### src/sv/tfp_pkg.sv
package tfp_pkg;

  localparam int unsigned MaxFrameLenDefault = 64;

  localparam int unsigned ByteW     = 8;
  localparam int unsigned ByteIdxW  = 6;
  localparam int unsigned CfgIndexW = 2;

  localparam logic [CfgIndexW-1:0] CfgFirstHeader  = 2'd0;
  localparam logic [CfgIndexW-1:0] CfgSecondHeader = 2'd1;
  localparam logic [CfgIndexW-1:0] CfgTail         = 2'd2;

  localparam logic [ByteW-1:0] FirstHeaderReset  = 8'hAA;
  localparam logic [ByteW-1:0] SecondHeaderReset = 8'h55;
  localparam logic [ByteW-1:0] TailReset         = 8'hDD;
  localparam logic [ByteW-1:0] MinFrameLen       = 8'd2;

  typedef enum logic [2:0] {
    ST_HEAD0,
    ST_HEAD1,
    ST_LEN,
    ST_CMD,
    ST_PAYLOAD,
    ST_CK,
    ST_TAIL
  } parse_state_e;

  typedef struct packed {
    logic valid;
    logic bank;
  } bank_release_t;

endpackage

### src/sv/tlv_frame_parser_core.sv
// Byte-stream deframer: hunts for two header bytes, takes a length byte (2 to
// MaxFrameLen-4), stores command plus payload, checks an 8-bit additive checksum
// and a tail byte, then delivers command and payload one byte per transfer with
// index and last flags. Input takes one byte per cycle; it stalls only at a
// command or payload byte while both frame banks hold frames not yet read out.
// Output runs one byte per cycle once a frame is queued, unless out_ready_i
// stalls it; each byte passes the buffer read register and then the output
// register. Buffer contents need no clearing after reset.
module tlv_frame_parser_core #(
  parameter int unsigned MaxFrameLen = tfp_pkg::MaxFrameLenDefault
) (
  input  logic                          clk_i,
  input  logic                          rst_ni,
  input  logic                          in_valid_i,
  output logic                          in_ready_o,
  input  logic [tfp_pkg::ByteW-1:0]     in_byte_i,
  output logic                          out_valid_o,
  input  logic                          out_ready_i,
  output logic [tfp_pkg::ByteW-1:0]     out_byte_o,
  output logic                          is_command_o,
  output logic [tfp_pkg::ByteIdxW-1:0]  byte_index_o,
  output logic                          last_o,
  input  logic                          cfg_valid_i,
  output logic                          cfg_ready_o,
  input  logic [tfp_pkg::CfgIndexW-1:0] cfg_index_i,
  input  logic [tfp_pkg::ByteW-1:0]     cfg_data_i
);

  localparam int unsigned StoreDepth = MaxFrameLen - 4;
  localparam int unsigned IdxW       = $clog2(StoreDepth);
  localparam int unsigned LenW       = $clog2(StoreDepth + 1);

  logic                      wr_en;
  logic [IdxW:0]             wr_addr;
  logic [tfp_pkg::ByteW-1:0] wr_data;
  logic                      rd_en;
  logic [IdxW:0]             rd_addr;
  logic [tfp_pkg::ByteW-1:0] rd_data;
  logic                      push;
  logic                      push_bank;
  logic [LenW-1:0]           push_len;
  logic                      pop;
  logic                      head_valid;
  logic [LenW:0]             head_data;
  tfp_pkg::bank_release_t    bank_release;

  tfp_front #(
    .MaxFrameLen(MaxFrameLen)
  ) u_front (
    .clk_i       (clk_i),
    .rst_ni      (rst_ni),
    .in_valid_i  (in_valid_i),
    .in_ready_o  (in_ready_o),
    .in_byte_i   (in_byte_i),
    .cfg_valid_i (cfg_valid_i),
    .cfg_ready_o (cfg_ready_o),
    .cfg_index_i (cfg_index_i),
    .cfg_data_i  (cfg_data_i),
    .wr_en_o     (wr_en),
    .wr_addr_o   (wr_addr),
    .wr_data_o   (wr_data),
    .push_o      (push),
    .push_bank_o (push_bank),
    .push_len_o  (push_len),
    .release_i   (bank_release)
  );

  tfp_desc_fifo #(
    .DataW(LenW + 1)
  ) u_desc_fifo (
    .clk_i        (clk_i),
    .rst_ni       (rst_ni),
    .push_i       (push),
    .push_data_i  ({push_bank, push_len}),
    .pop_i        (pop),
    .head_valid_o (head_valid),
    .head_data_o  (head_data)
  );

  tfp_frame_buf #(
    .AddrW(IdxW + 1)
  ) u_frame_buf (
    .clk_i     (clk_i),
    .wr_en_i   (wr_en),
    .wr_addr_i (wr_addr),
    .wr_data_i (wr_data),
    .rd_en_i   (rd_en),
    .rd_addr_i (rd_addr),
    .rd_data_o (rd_data)
  );

  tfp_back #(
    .MaxFrameLen(MaxFrameLen)
  ) u_back (
    .clk_i        (clk_i),
    .rst_ni       (rst_ni),
    .head_valid_i (head_valid),
    .head_bank_i  (head_data[LenW]),
    .head_len_i   (head_data[LenW-1:0]),
    .pop_o        (pop),
    .release_o    (bank_release),
    .rd_en_o      (rd_en),
    .rd_addr_o    (rd_addr),
    .rd_data_i    (rd_data),
    .out_valid_o  (out_valid_o),
    .out_ready_i  (out_ready_i),
    .out_byte_o   (out_byte_o),
    .is_command_o (is_command_o),
    .byte_index_o (byte_index_o),
    .last_o       (last_o)
  );

endmodule

### src/sv/tfp_frame_buf.sv
module tfp_frame_buf #(
  parameter int unsigned AddrW = 7
) (
  input  logic                      clk_i,
  input  logic                      wr_en_i,
  input  logic [AddrW-1:0]          wr_addr_i,
  input  logic [tfp_pkg::ByteW-1:0] wr_data_i,
  input  logic                      rd_en_i,
  input  logic [AddrW-1:0]          rd_addr_i,
  output logic [tfp_pkg::ByteW-1:0] rd_data_o
);

  logic [tfp_pkg::ByteW-1:0] mem [2**AddrW];
  logic [tfp_pkg::ByteW-1:0] rd_data_q;

  always_ff @(posedge clk_i) begin
    if (wr_en_i) begin
      mem[wr_addr_i] <= wr_data_i;
    end
  end

  always_ff @(posedge clk_i) begin
    if (rd_en_i) begin
      rd_data_q <= mem[rd_addr_i];
    end
  end

  assign rd_data_o = rd_data_q;

endmodule

### src/sv/tfp_desc_fifo.sv
module tfp_desc_fifo #(
  parameter int unsigned DataW = 8
) (
  input  logic             clk_i,
  input  logic             rst_ni,
  input  logic             push_i,
  input  logic [DataW-1:0] push_data_i,
  input  logic             pop_i,
  output logic             head_valid_o,
  output logic [DataW-1:0] head_data_o
);

  logic [DataW-1:0] entry_q [2];
  logic             wr_ptr_q, wr_ptr_d;
  logic             rd_ptr_q, rd_ptr_d;
  logic [1:0]       count_q, count_d;
  logic             do_pop;

  assign do_pop       = pop_i && (count_q != 2'd0);
  assign head_valid_o = (count_q != 2'd0);
  assign head_data_o  = entry_q[rd_ptr_q];

  always_comb begin
    wr_ptr_d = push_i ? ~wr_ptr_q : wr_ptr_q;
    rd_ptr_d = do_pop ? ~rd_ptr_q : rd_ptr_q;
    count_d  = count_q + {1'b0, push_i} - {1'b0, do_pop};
  end

  always_ff @(posedge clk_i) begin
    if (push_i) begin
      entry_q[wr_ptr_q] <= push_data_i;
    end
  end

  always_ff @(posedge clk_i or negedge rst_ni) begin
    if (!rst_ni) begin
      wr_ptr_q <= 1'b0;
      rd_ptr_q <= 1'b0;
      count_q  <= 2'd0;
    end else begin
      wr_ptr_q <= wr_ptr_d;
      rd_ptr_q <= rd_ptr_d;
      count_q  <= count_d;
    end
  end

  assert property (@(posedge clk_i) disable iff (!rst_ni)
    push_i |-> (count_q != 2'd2))
    else $error("descriptor queue overflow");

endmodule

### src/sv/tfp_front.sv
module tfp_front #(
  parameter int unsigned MaxFrameLen = tfp_pkg::MaxFrameLenDefault,
  localparam int unsigned StoreDepth = MaxFrameLen - 4,
  localparam int unsigned IdxW       = $clog2(StoreDepth),
  localparam int unsigned LenW       = $clog2(StoreDepth + 1)
) (
  input  logic                          clk_i,
  input  logic                          rst_ni,
  input  logic                          in_valid_i,
  output logic                          in_ready_o,
  input  logic [tfp_pkg::ByteW-1:0]     in_byte_i,
  input  logic                          cfg_valid_i,
  output logic                          cfg_ready_o,
  input  logic [tfp_pkg::CfgIndexW-1:0] cfg_index_i,
  input  logic [tfp_pkg::ByteW-1:0]     cfg_data_i,
  output logic                          wr_en_o,
  output logic [IdxW:0]                 wr_addr_o,
  output logic [tfp_pkg::ByteW-1:0]     wr_data_o,
  output logic                          push_o,
  output logic                          push_bank_o,
  output logic [LenW-1:0]               push_len_o,
  input  tfp_pkg::bank_release_t        release_i
);

  tfp_pkg::parse_state_e     state_q, state_d;
  logic [tfp_pkg::ByteW-1:0] hdr0_q, hdr1_q, tail_q;
  logic [LenW-1:0]           len_q, len_d;
  logic [LenW-1:0]           fill_q, fill_d;
  logic [tfp_pkg::ByteW-1:0] sum_q, sum_d;
  logic                      wr_bank_q, wr_bank_d;
  logic [1:0]                busy_q, busy_d;
  logic                      storing;
  logic                      accept;
  logic [LenW-1:0]           fill_inc;

  assign storing     = (state_q == tfp_pkg::ST_CMD) || (state_q == tfp_pkg::ST_PAYLOAD);
  assign in_ready_o  = !(storing && busy_q[wr_bank_q]);
  assign accept      = in_valid_i && in_ready_o;
  assign fill_inc    = fill_q + LenW'(1);
  assign cfg_ready_o = 1'b1;

  always_comb begin
    state_d = state_q;
    len_d   = len_q;
    fill_d  = fill_q;
    sum_d   = sum_q;
    if (accept) begin
      unique case (state_q)
        tfp_pkg::ST_HEAD0: begin
          if (in_byte_i == hdr0_q) begin
            state_d = tfp_pkg::ST_HEAD1;
          end
        end
        tfp_pkg::ST_HEAD1: begin
          state_d = (in_byte_i == hdr1_q) ? tfp_pkg::ST_LEN : tfp_pkg::ST_HEAD0;
        end
        tfp_pkg::ST_LEN: begin
          if (in_byte_i >= tfp_pkg::MinFrameLen &&
              in_byte_i <= tfp_pkg::ByteW'(StoreDepth)) begin
            len_d   = LenW'(in_byte_i);
            fill_d  = '0;
            sum_d   = in_byte_i;
            state_d = tfp_pkg::ST_CMD;
          end else begin
            state_d = tfp_pkg::ST_HEAD0;
          end
        end
        tfp_pkg::ST_CMD: begin
          fill_d  = fill_inc;
          sum_d   = sum_q + in_byte_i;
          state_d = (len_q > LenW'(1)) ? tfp_pkg::ST_PAYLOAD : tfp_pkg::ST_CK;
        end
        tfp_pkg::ST_PAYLOAD: begin
          fill_d = fill_inc;
          sum_d  = sum_q + in_byte_i;
          if (fill_inc >= len_q) begin
            state_d = tfp_pkg::ST_CK;
          end
        end
        tfp_pkg::ST_CK: begin
          state_d = (in_byte_i == sum_q) ? tfp_pkg::ST_TAIL : tfp_pkg::ST_HEAD0;
        end
        tfp_pkg::ST_TAIL: begin
          state_d = tfp_pkg::ST_HEAD0;
        end
        default: begin
          state_d = tfp_pkg::ST_HEAD0;
        end
      endcase
    end
  end

  always_comb begin
    wr_en_o     = accept && storing;
    wr_addr_o   = {wr_bank_q, fill_q[IdxW-1:0]};
    wr_data_o   = in_byte_i;
    push_o      = accept && (state_q == tfp_pkg::ST_TAIL) && (in_byte_i == tail_q);
    push_bank_o = wr_bank_q;
    push_len_o  = len_q;
    wr_bank_d   = push_o ? ~wr_bank_q : wr_bank_q;
    busy_d      = busy_q;
    if (release_i.valid) begin
      busy_d[release_i.bank] = 1'b0;
    end
    if (push_o) begin
      busy_d[wr_bank_q] = 1'b1;
    end
  end

  always_ff @(posedge clk_i or negedge rst_ni) begin
    if (!rst_ni) begin
      state_q   <= tfp_pkg::ST_HEAD0;
      len_q     <= '0;
      fill_q    <= '0;
      sum_q     <= '0;
      wr_bank_q <= 1'b0;
      busy_q    <= '0;
    end else begin
      state_q   <= state_d;
      len_q     <= len_d;
      fill_q    <= fill_d;
      sum_q     <= sum_d;
      wr_bank_q <= wr_bank_d;
      busy_q    <= busy_d;
    end
  end

  always_ff @(posedge clk_i or negedge rst_ni) begin
    if (!rst_ni) begin
      hdr0_q <= tfp_pkg::FirstHeaderReset;
      hdr1_q <= tfp_pkg::SecondHeaderReset;
      tail_q <= tfp_pkg::TailReset;
    end else if (cfg_valid_i && cfg_ready_o) begin
      unique case (cfg_index_i)
        tfp_pkg::CfgFirstHeader:  hdr0_q <= cfg_data_i;
        tfp_pkg::CfgSecondHeader: hdr1_q <= cfg_data_i;
        tfp_pkg::CfgTail:         tail_q <= cfg_data_i;
        default: begin
        end
      endcase
    end
  end

  assert property (@(posedge clk_i) disable iff (!rst_ni)
    !in_ready_o |-> storing)
    else $error("input stalled outside of a store state");

  assert property (@(posedge clk_i) disable iff (!rst_ni)
    release_i.valid |-> busy_q[release_i.bank])
    else $error("release of a bank that holds no frame");

  assert property (@(posedge clk_i) disable iff (!rst_ni)
    wr_en_o |-> !busy_q[wr_bank_q])
    else $error("write into a bank still awaiting delivery");

endmodule

### src/sv/tfp_back.sv
module tfp_back #(
  parameter int unsigned MaxFrameLen = tfp_pkg::MaxFrameLenDefault,
  localparam int unsigned StoreDepth = MaxFrameLen - 4,
  localparam int unsigned IdxW       = $clog2(StoreDepth),
  localparam int unsigned LenW       = $clog2(StoreDepth + 1)
) (
  input  logic                         clk_i,
  input  logic                         rst_ni,
  input  logic                         head_valid_i,
  input  logic                         head_bank_i,
  input  logic [LenW-1:0]              head_len_i,
  output logic                         pop_o,
  output tfp_pkg::bank_release_t       release_o,
  output logic                         rd_en_o,
  output logic [IdxW:0]                rd_addr_o,
  input  logic [tfp_pkg::ByteW-1:0]    rd_data_i,
  output logic                         out_valid_o,
  input  logic                         out_ready_i,
  output logic [tfp_pkg::ByteW-1:0]    out_byte_o,
  output logic                         is_command_o,
  output logic [tfp_pkg::ByteIdxW-1:0] byte_index_o,
  output logic                         last_o
);

  logic [IdxW-1:0]              k_q, k_d;
  logic                         p_valid_q, p_valid_d;
  logic [IdxW-1:0]              p_idx_q;
  logic                         p_last_q;
  logic                         out_valid_q, out_valid_d;
  logic [tfp_pkg::ByteW-1:0]    out_byte_q;
  logic                         is_cmd_q;
  logic [tfp_pkg::ByteIdxW-1:0] byte_idx_q;
  logic                         last_q;
  logic                         out_free;
  logic                         p_move;
  logic                         issue;
  logic                         last_k;

  assign out_free  = !out_valid_q || out_ready_i;
  assign p_move    = p_valid_q && out_free;
  assign issue     = head_valid_i && (!p_valid_q || p_move);
  assign last_k    = (LenW'(k_q) + LenW'(1)) == head_len_i;

  assign rd_en_o         = issue;
  assign rd_addr_o       = {head_bank_i, k_q};
  assign pop_o           = issue && last_k;
  assign release_o.valid = pop_o;
  assign release_o.bank  = head_bank_i;

  always_comb begin
    k_d = k_q;
    if (issue) begin
      k_d = last_k ? '0 : k_q + IdxW'(1);
    end
    p_valid_d   = issue || (p_valid_q && !p_move);
    out_valid_d = p_move || (out_valid_q && !out_ready_i);
  end

  always_ff @(posedge clk_i or negedge rst_ni) begin
    if (!rst_ni) begin
      k_q         <= '0;
      p_valid_q   <= 1'b0;
      out_valid_q <= 1'b0;
    end else begin
      k_q         <= k_d;
      p_valid_q   <= p_valid_d;
      out_valid_q <= out_valid_d;
    end
  end

  always_ff @(posedge clk_i) begin
    if (issue) begin
      p_idx_q  <= k_q;
      p_last_q <= last_k;
    end
    if (p_move) begin
      out_byte_q <= rd_data_i;
      is_cmd_q   <= (p_idx_q == '0);
      byte_idx_q <= tfp_pkg::ByteIdxW'(p_idx_q);
      last_q     <= p_last_q;
    end
  end

  assign out_valid_o  = out_valid_q;
  assign out_byte_o   = out_byte_q;
  assign is_command_o = is_cmd_q;
  assign byte_index_o = byte_idx_q;
  assign last_o       = last_q;

endmodule
### config.mk
export PLATFORM = sky130hd
export DESIGN_NAME = tlv_frame_parser_core
export DESIGN_NICKNAME = d
export VERILOG_FILES = /design/src/sv/tfp_pkg.sv /design/src/sv/tlv_frame_parser_core.sv /design/src/sv/tfp_frame_buf.sv /design/src/sv/tfp_desc_fifo.sv /design/src/sv/tfp_front.sv /design/src/sv/tfp_back.sv
export SDC_FILE = /design/constraint.sdc
export NUM_CORES = 1
export LEC_CHECK = 0
export BUFFER_PORTS_ARGS = -buffer_cell sky130_fd_sc_hd__buf_2
export CAP_MARGIN = 20
export CORE_MARGIN = 3
export CORE_UTILIZATION = 38
export CTS_BUF_LIST = sky130_fd_sc_hd__clkbuf_4 sky130_fd_sc_hd__clkbuf_8
export DETAILED_ROUTE_END_ITERATION = 10
export HOLD_SLACK_MARGIN = 0.06
export SETUP_SLACK_MARGIN = 0.2
export SYNTH_ARGS = -nofsm -noshare
export SYNTH_HDL_FRONTEND = slang
export SYNTH_SLANG_ARGS = --single-unit
### constraint.sdc
create_clock -name clk_i -period 8.04 [get_ports clk_i]
set_input_delay 0 -clock clk_i [delete_from_list [all_inputs] [get_ports clk_i]]
set_output_delay 0 -clock clk_i [all_outputs]
set_load 0.02 [all_outputs]
Word level (Yosys, flattened, before mapping)
Memory sizes are Yosys's and may differ from the RTL's. A register that Yosys moved wholly into a read port is not among the register bits.
Cells that the tools add are included.
- register bits: 85
- memories: 2
- RAM bits: 1038
- bits of input ports: 23
- order comparisons: 8
- bitwise operators: 6
- equality and inequality tests: 16
- mux-type cells: 24
- reduce and logical (&&, ||, !) cells: 36
- add/subtract/negate cells: 5
- memories (memory ; depth ; bits a word ; read ports ; clocked after memory_dff ; write ports ; RTL line ; source):
    u_frame_buf.mem ; 128 ; 8 ; 1 ; 1 ; 1 ; tfp_frame_buf.sv:13 ; logic [tfp_pkg::ByteW-1:0] mem [2**AddrW];
    u_desc_fifo.entry_q ; 2 ; 7 ; 1 ; 0 ; 1 ; tfp_desc_fifo.sv:13 ; logic [DataW-1:0] entry_q [2];
- operators by type and width (operator ; count):
    $eq 8x8->1 ; 4
    $pmux 3 s6 ; 1
    $pmux 8 s2 ; 1
    $logic_and 1x1->1 ; 14
    $add 6x1->6 const B ; 2
    $mux 6 ; 2
    $pmux 6 s2 ; 1
    $eq 3x3->1 const B ; 3
    $mux 1 ; 9
    $mux 3 ; 3
    $reduce_and 3->1 ; 3
    $add 8x8->8 ; 1
    $ge 8x2->1 const B ; 1
    $le 8x6->1 const B ; 1
    $mux 2 ; 4
    $mux 8 ; 1
    $eq 3x2->1 const B ; 2
    $eq 6x6->1 ; 1
    $ge 6x6->1 ; 1
    $gt 6x1->1 const B ; 1
    $logic_not 6->1 ; 1
    $reduce_and 2->1 ; 3
    $logic_not 1->1 ; 5
    $logic_or 1x1->1 ; 5
    18 further kinds ; 25

Depth between registers and ports, before layout
Gate-level depths: netlist (run 1).
An unclocked memory read counts as a cell.
- depth after elaboration: 10
- depth in mapped cells: 13

Hierarchy
From an unflattened synthesis (run 1), not the netlist that was laid out.
- cell total of the unflattened synthesis: 2049
- area, all modules: 44909.3 µm²
- modules (own cells, without submodules) (module ; cells an instance ; area an instance (µm²) ; sequential area each (µm²) ; instances):
    tfp_frame_buf ; 1635 ; 39745.6 ; 30989.7 ; 1
    tfp_front ; 282 ; 3151.8 ; 1268.7 ; 1
    tfp_back ; 94 ; 1281.2 ; 890.9 ; 1
    tfp_desc_fifo ; 38 ; 730.7 ; 520.5 ; 1

Worst setup path after synthesis (run 1)
Ideal clock, no wire load.
- path type: register to register
- start: register u_front.wr_bank_q, in the netlist u_front.push_bank_o
- end: memory u_frame_buf.mem[50][0] (netlist bit), enable pin
- data required time: 7.670 ns
- clock period less this slack: 2.617 ns
- cell stages (with the launch flop): 8
- path slack: 5.423 ns
- path buffers: 3
- data arrival time: 2.246 ns
- path through: dfrtp_1 buf_6 mux2_4 or3_4 or4_1 buf_2 buf_6 nor2_1
- cells in the longest elaborated chain, start to end: 8
- RTL lines (what ; RTL line ; source):
    from (decl) ; tfp_front.sv:30 ; logic wr_bank_q, wr_bank_d;
    from (signal assigned) ; tfp_front.sv:123 ; wr_bank_q <= wr_bank_d;
    $mux 1 (not written as such) (2 in a row) ; tfp_front.sv:37 ; assign in_ready_o = !(storing && busy_q[wr_bank_q]);
    $logic_and 1x1->1 ; tfp_front.sv:37 ;
    $logic_not 1->1 ; tfp_front.sv:37 ;
    $logic_and 1x1->1 ; tfp_front.sv:38 ; assign accept = in_valid_i && in_ready_o;
    $logic_and 1x1->1 ; tfp_front.sv:94 ; wr_en_o = accept && storing;
    $mux 1 ; tfp_frame_buf.sv:17 ; if (wr_en_i) begin
    $mux 1 (not written as such) ; tfp_frame_buf.sv:18 ; mem[wr_addr_i] <= wr_data_i;
    to (decl) ; tfp_frame_buf.sv:13 ;
Several ways; a longest one is shown, not always the timed one. The select of a mux whose other input is x is not followed.

Final worst setup path (run 1)
- start: register u_back.k_q[0]
- end: register u_desc_fifo.count_q[1]
- cells in the longest elaborated chain, start to end: 5
- RTL lines (what ; RTL line ; source):
    from (decl) ; tfp_back.sv:25 ; logic [IdxW-1:0] k_q, k_d;
    from (signal assigned) ; tfp_back.sv:65 ; k_q <= k_d;
    $add 6x1->6 ; tfp_back.sv:42 ; assign last_k = (LenW'(k_q) + LenW'(1)) == head_len_i;
    $eq 6x6->1 ; tfp_back.sv:42 ;
    $logic_and 1x1->1 ; tfp_back.sv:46 ; assign pop_o = issue && last_k;
    $logic_and 1x1->1 ; tfp_desc_fifo.sv:19 ; assign do_pop = pop_i && (count_q != 2'd0);
    named net u_desc_fifo.do_pop ; tfp_desc_fifo.sv:17 ; logic do_pop;
    $sub 2x1->2 ; tfp_desc_fifo.sv:26 ; count_d = count_q + {1'b0, push_i} - {1'b0, do_pop};
    named net u_desc_fifo.count_d[1] ; tfp_desc_fifo.sv:16 ; logic [1:0] count_q, count_d;
    to (signal assigned) ; tfp_desc_fifo.sv:43 ; count_q <= count_d;
    to (decl) ; tfp_desc_fifo.sv:16 ;
The timed path passes the listed nets, and every way through them passes these cells.
A chain may end at the register's enable or synchronous reset.

==> results_dict.tcl, run 1 <==
set metrics [dict create \
    run_status "finished clean" \
    root_buffer "clkbuf_8" \
    multiInputGateArea_sq_um 10300 \
    clock_sinks 1131 \
    critPathArrivalTime_ns 4.72 \
    first_pass_iters 7 \
    hold_viol 0 \
    ios 42 \
    worst_pin_slew_ns 1.05 \
    yosysWarnings 0 \
    ir_worst_vdd_uv 211 \
    synth_top_cell_by_area "edfxtp_1" \
    dieArea_sq_um 122000 \
    dp_hpwl_mm 64.2 \
    clkPwrFrac_pct 32.8 \
    setup_viol 0 \
    synth-main-ff-cell "edfxtp_1" \
    ys_seq_elements 1131 \
    n_fill_cell 10065 \
    final_cells 4157 \
    core_sq_um 116000 \
    synthTopCellsByCount "edfxtp_1 (1,069), mux4_2 (192), mux2i_1 (167), nor2_1 (163), o22ai_1 (73)" \
    topRoutingLayerUsed "met4" \
    synth_cells 2333 \
    fmax_ghz 0.252 \
    power.share.sequential_pct 47.7 \
    finalCritPeriodShare_pct 49.4 \
    vias 22673 \
    seq_area_frac_synth_pct 75.4 \
    switching_share_pct 28.2 \
    fin_setup_tns_ns 0 \
    grtUsageTotal_pct 17.7 \
    avgSynthCellArea_sq_um 19.2 \
    io_buffers 40 \
    syn_area_sq_um 44700 \
    whs_ns 0.120 \
    place_inst 3799 \
    cts_tree "done" \
    cts_buffer_depth 3 \
    via_per_inst 5.45 \
    grt_pass1_wl_mm 158 \
    drtIter0Drc 2132 \
    synthTopCellsByArea "edfxtp_1 (72%), mux4_2 (9.7%), mux2i_1 (3.7%)" \
    switching_power_uw 4040 \
    maxSlewViolCount 0 \
    slew_headroom_pct 29.6 \
    gp_congestion 0.812 \
    area_growth_pct 12.7 \
    seqCellArea_sq_um 33700 \
    die_w_um 349 \
    rsz0062_at_grt "false" \
    ant_nets 0 \
    power.leakage_uw 0.0160 \
    synth_top_area_share_pct 71.8 \
    synth_nets 2374 \
    worstPathRequired_ns 8.79 \
    drt-wirelength-per-cell_um 25.9 \
    nNetsFinal 2538 \
    start_kind "register" \
    grt_max_degree 106 \
    grt_pass1_vias 23277 \
    ys_async_sr_fraction_pct 5.48 \
    wl_mm 108 \
    drive_gt1_share_pct 23.3 \
    synth_edf_count 1069 \
    clk_pin_slew_ns 0.07 \
    met3_wirelength_mm 8.10 \
    synthMostInstantiatedCell "edfxtp_1" \
    final_util_pct 43.3 \
    crit_path_max_fanout 46 \
    grt_overflow 0 \
    h-tree-depth 4 \
    cp-end-kind "register" \
    setup.worst_path.class "register to register" \
    start_util_pct 38.4 \
    yosysUniqueCellTypes 61 \
    clock_latency_ns 0.83 \
    route.detailed.drc 0 \
    rows 125 \
    wl_met1_mm 44.2 \
    combPwrFrac_pct 19.4 \
    holdBufCountCts 40 \
    post_cts_buffers 0 \
    internal-power_uw 10300 \
    finClkSkew_ns 0.0462 \
    met2WireLength_mm 51.6 \
    antenna_found_initial 5 \
    maxCapViolations 0 \
    cts_resized 0 \
    p_per_area_nw_per_um2 285 \
    die_h_um 349 \
    cts_buffers 175 \
    min_period_ns 3.97 \
    hp-class "input pin to register" \
]
power groups by stage:
stage | clock network [uW] | logic [uW] | registers [uW]
floorplan | 0 | 2070 | 6800
global placement | 0 | 2740 | 6960
detailed placement | 0 | 2760 | 6970
CTS | 4830 | 2800 | 6850
global route | 5100 | 2990 | 6870
finish | 4720 | 2790 | 6850
critical path: stages (launching register included):
cell and delay [ns]:
dfrtp_4 1.01, buf_4 0.71, nand3_1 0.24, nor2_1 0.30, xnor3_1 0.36, nand4_1 0.22
nor2_1 0.12, ha_1 0.30, inv_1 0.04, ha_1 0.18, xnor2_1 0.20, xnor2_1 0.15
layout by cell type, fill, tap and decap left out, drive strengths merged, types with 42 or more instances in the layout:
cell	netlist	layout
edfxtp	1069	1069
clkbuf	62	231
mux4	192	192
mux2i	167	167
nor2	163	163
buf	74	82
o22ai	74	74
a22oi	64	64
clkinv	0	64
dfrtp	48	48
nand2	42	42
kinds of logic after synthesis:
logic type                 count (synthesis)  synth area share (%)
AOI/OAI and AO/OA                        276                  4.17
xor gates and xnor gates                  44                 0.927
other                                      1               0.00839
and+or+nand+nor                          317                  3.19
muxes                                    387                  14.1
adders and majority gates                 18                 0.521
buffers and inverters                    159                  1.70
DFF                                     1131                  75.4
per-stage QoR:
step | worst slack (ns) | area [sq um] | power (uW)
3_5_place_dp | 3.92 | 46500 | 9740
3_3_place_gp | 3.81 | 46500 | 9700
5_1_grt | 3.64 | 50400 | 15000
2_1_floorplan | 5.42 | 44700 | 8880
4_1_cts | 3.88 | 50300 | 14500
6_report | 4.07 | 50400 | 14400
routing by layer:
metal	up-vias	global-route usage [%]
met4	0	6.95
met3	165	4.02
li1	9843	-
met1	11809	23.7
met5	-	0
met2	856	28.3
registers in the layout, indices dropped and copies added, names as in the netlist, 2 cells and up:
signal                 count
u_frame_buf.mem         1024
u_desc_fifo.entry_q       14
u_back.out_byte_o          8
u_frame_buf.rd_data_o      8
u_front.hdr0_q             8
u_front.hdr1_q             8
u_front.sum_q              8
u_front.tail_q             8
u_back.byte_index_o        6
u_back.k_q                 6
u_back.p_idx_q             6
u_front.fill_q             6
u_front.push_len_o         6
u_front.state_q            3
u_desc_fifo.count_q        2
u_front.busy_q             2
worst paths after layout:
kind                                            from                                end  slack [ns]  depth (start not counted)
max                        u_back.k_q[0]$_DFFE_PN0P_   u_desc_fifo.count_q[1]$_DFF_PN0_        4.07                         11
min                                     in_byte_i[4]  u_frame_buf.mem[109][4]$_DFFE_PP_        0.12                          2
max reg2reg                u_back.k_q[0]$_DFFE_PN0P_   u_desc_fifo.count_q[1]$_DFF_PN0_        4.07                         11
min reg2reg                u_back.p_last_q$_DFFE_PP_            u_back.last_o$_DFFE_PP_        0.43                          0
max in group asynchronous                     rst_ni          u_back.k_q[1]$_DFFE_PN0P_        6.98                          4
min in group asynchronous                     rst_ni      u_front.hdr1_q[3]$_DFFE_PN0P_        0.45                          4
layout make-up:
| class | count | area share (%) |
|---|---|---|
| sequential | 1131 | 66.9 |
| clock inverter | 82 | 1.15 |
| multi-input combinational | 1043 | 20.4 |
| timing repair buffer | 123 | 1.96 |
| inverter | 23 | 0.171 |
| tap | 1524 | 3.79 |
| clock buffer | 230 | 5.65 |
| antenna | 1 | 0.00497 |
Note: power is estimated with default switching activity, not from simulation.
==> run 2: changes to the inputs <==
==> constraint.sdc (replaced) <==
create_clock -name clk_i -period 3.8 [get_ports clk_i]
set_input_delay 0 -clock clk_i [delete_from_list [all_inputs] [get_ports clk_i]]
set_output_delay 0 -clock clk_i [all_outputs]
set_load 0.02 [all_outputs]
==> results_dict.tcl, run 2 (synthesis results as in run 1) <==
set metrics [dict create \
    rsz0062_at_grt "false" \
    finClkSkew_ns 0.0307 \
    fin_setup_tns_ns 0 \
    drive_gt1_share_pct 24.2 \
    grtUsageTotal_pct 18.0 \
    nNetsFinal 2593 \
    route.detailed.drc 0 \
    clk_pin_slew_ns 0.06 \
    multiInputGateArea_sq_um 10300 \
    drt-wirelength-per-cell_um 25.9 \
    maxSlewViolCount 0 \
    run_status "finished clean" \
    root_buffer "clkbuf_8" \
    fmax_ghz 0.293 \
    cts_resized 0 \
    grt_pass1_wl_mm 161 \
    vias 23119 \
    crit_path_max_fanout 11 \
    dp_hpwl_mm 67.2 \
    setup_viol 0 \
    start_kind "register" \
    holdBufCountCts 42 \
    slowest_delay_ns 0.64 \
    crit_path_top_delay_cell "nand2_1" \
    grt_max_degree 130 \
    hp-class "input pin to register" \
    ir_worst_vdd_uv 398 \
    grt_overflow 0 \
    finalCritPeriodShare_pct 89.7 \
    hold_viol 0 \
    first_pass_iters 5 \
    cts_buffer_depth 3 \
    top_register "u_frame_buf.mem" \
    n_fill_cell 10118 \
    met2_usage_pct 28.5 \
    final_cells 4210 \
    core_sq_um 116000 \
    rows 125 \
    worst_path_most_repeated_cell "nor2_1" \
    critPathArrivalTime_ns 3.86 \
    io_buffers 40 \
    ios 42 \
    setup.worst_path.class "register to register" \
    cts_tree "done" \
    ant_nets 0 \
    dieArea_sq_um 122000 \
    clock_latency_ns 0.83 \
    worstPathRequired_ns 4.25 \
    die_h_um 349 \
    wl_mm 109 \
    met3_usage_pct 3.76 \
    min_period_ns 3.41 \
    cp-end-kind "register" \
    path_cells "nor2_1 > a21oi_1 > nor3_2 > nand2_1 > buf_4 > nor2_1" \
    die_w_um 349 \
    cts_buffers 180 \
    gp_congestion 0.869 \
    start_util_pct 38.4 \
    top_usage_layer "met2" \
    use_met1_pct 24.7 \
    maxCapViolations 0 \
    worst_pin_slew_ns 1.07 \
    place_inst 3851 \
    h-tree-depth 4 \
    top_regs "u_frame_buf.mem: 1024 flops, u_desc_fifo.entry_q: 14 flops" \
    area_growth_pct 13.8 \
    seqCellArea_sq_um 33700 \
    slew_headroom_pct 28.5 \
    via_per_inst 5.49 \
    p_per_area_nw_per_um2 601 \
    antenna_found_initial 4 \
    rrSetupSlack_ns 0.39 \
    drtIter0Drc 2438 \
    total_power_uw 30600 \
    power.leakage_uw 0.0163 \
    final_cell_mix "edfxtp_1 (1,069), mux4_2 (192), clkbuf_8 (182), mux2i_1 (167), nor2_1 (162)" \
    final_common_cell "edfxtp_1" \
    path_buf_inv 1 \
    largest_reg_flops 1024 \
    path_delay_family "simple AND/OR/NAND/NOR gates" \
    grt_pass1_vias 23897 \
    clock_sinks 1131 \
    post_cts_buffers 0 \
]
[run 2: layout make-up]
class	instances	area share, %
Inverter	23	0.170
Multi-Input combinational cell	1043	20.2
Timing Repair Buffer	173	2.95
Sequential cell	1131	66.2
Clock buffer	231	5.65
Clock inverter	82	1.07
Antenna cell	3	0.0148
Tap cell	1524	3.75
[run 2: routing by layer]
layer / routed length [um] / vias up
li1: - / 9952
met1: 46000 / 12079
met2: 52400 / 918
met3: 7780 / 168
met4: 2980 / 2
met5: 17 / -
[run 2: metrics by stage]
step                util, %  instance area [sq um]  worst slack (ns)  hold slack, ns
floorplan                 -                  44700              1.18          -0.296
global placement       40.4                  47000             0.380           0.120
detailed placement     40.4                  47000             0.365           0.135
CTS                    43.7                  50800             0.352          0.0638
global route           43.7                  50900             0.207          0.0799
finish                 43.7                  50900             0.390           0.119
[run 2: power breakdown]
part / internal (uW) / total [uW] / switching [uW]
sequential: 14000 / 14400 / 353
combinational: 2720 / 6300 / 3580
clock: 5180 / 9920 / 4740
[run 2: final timing paths]
check | start | endpoint | depth (start not counted)
setup / recovery | u_front.state_q[0]$_DFFE_PN0P_ | u_frame_buf.mem[39][7]$_DFFE_PP_ | 6
hold / removal | in_byte_i[2] | u_frame_buf.mem[2][2]$_DFFE_PP_ | 2
setup reg to reg | u_front.state_q[0]$_DFFE_PN0P_ | u_frame_buf.mem[39][7]$_DFFE_PP_ | 6
hold reg to reg | u_back.p_last_q$_DFFE_PP_ | u_back.last_o$_DFFE_PP_ | 0
max in group asynchronous | rst_ni | u_front.sum_q[1]$_DFFE_PN0P_ | 5
min in group asynchronous | rst_ni | u_front.hdr0_q[7]$_DFFE_PN1P_ | 3
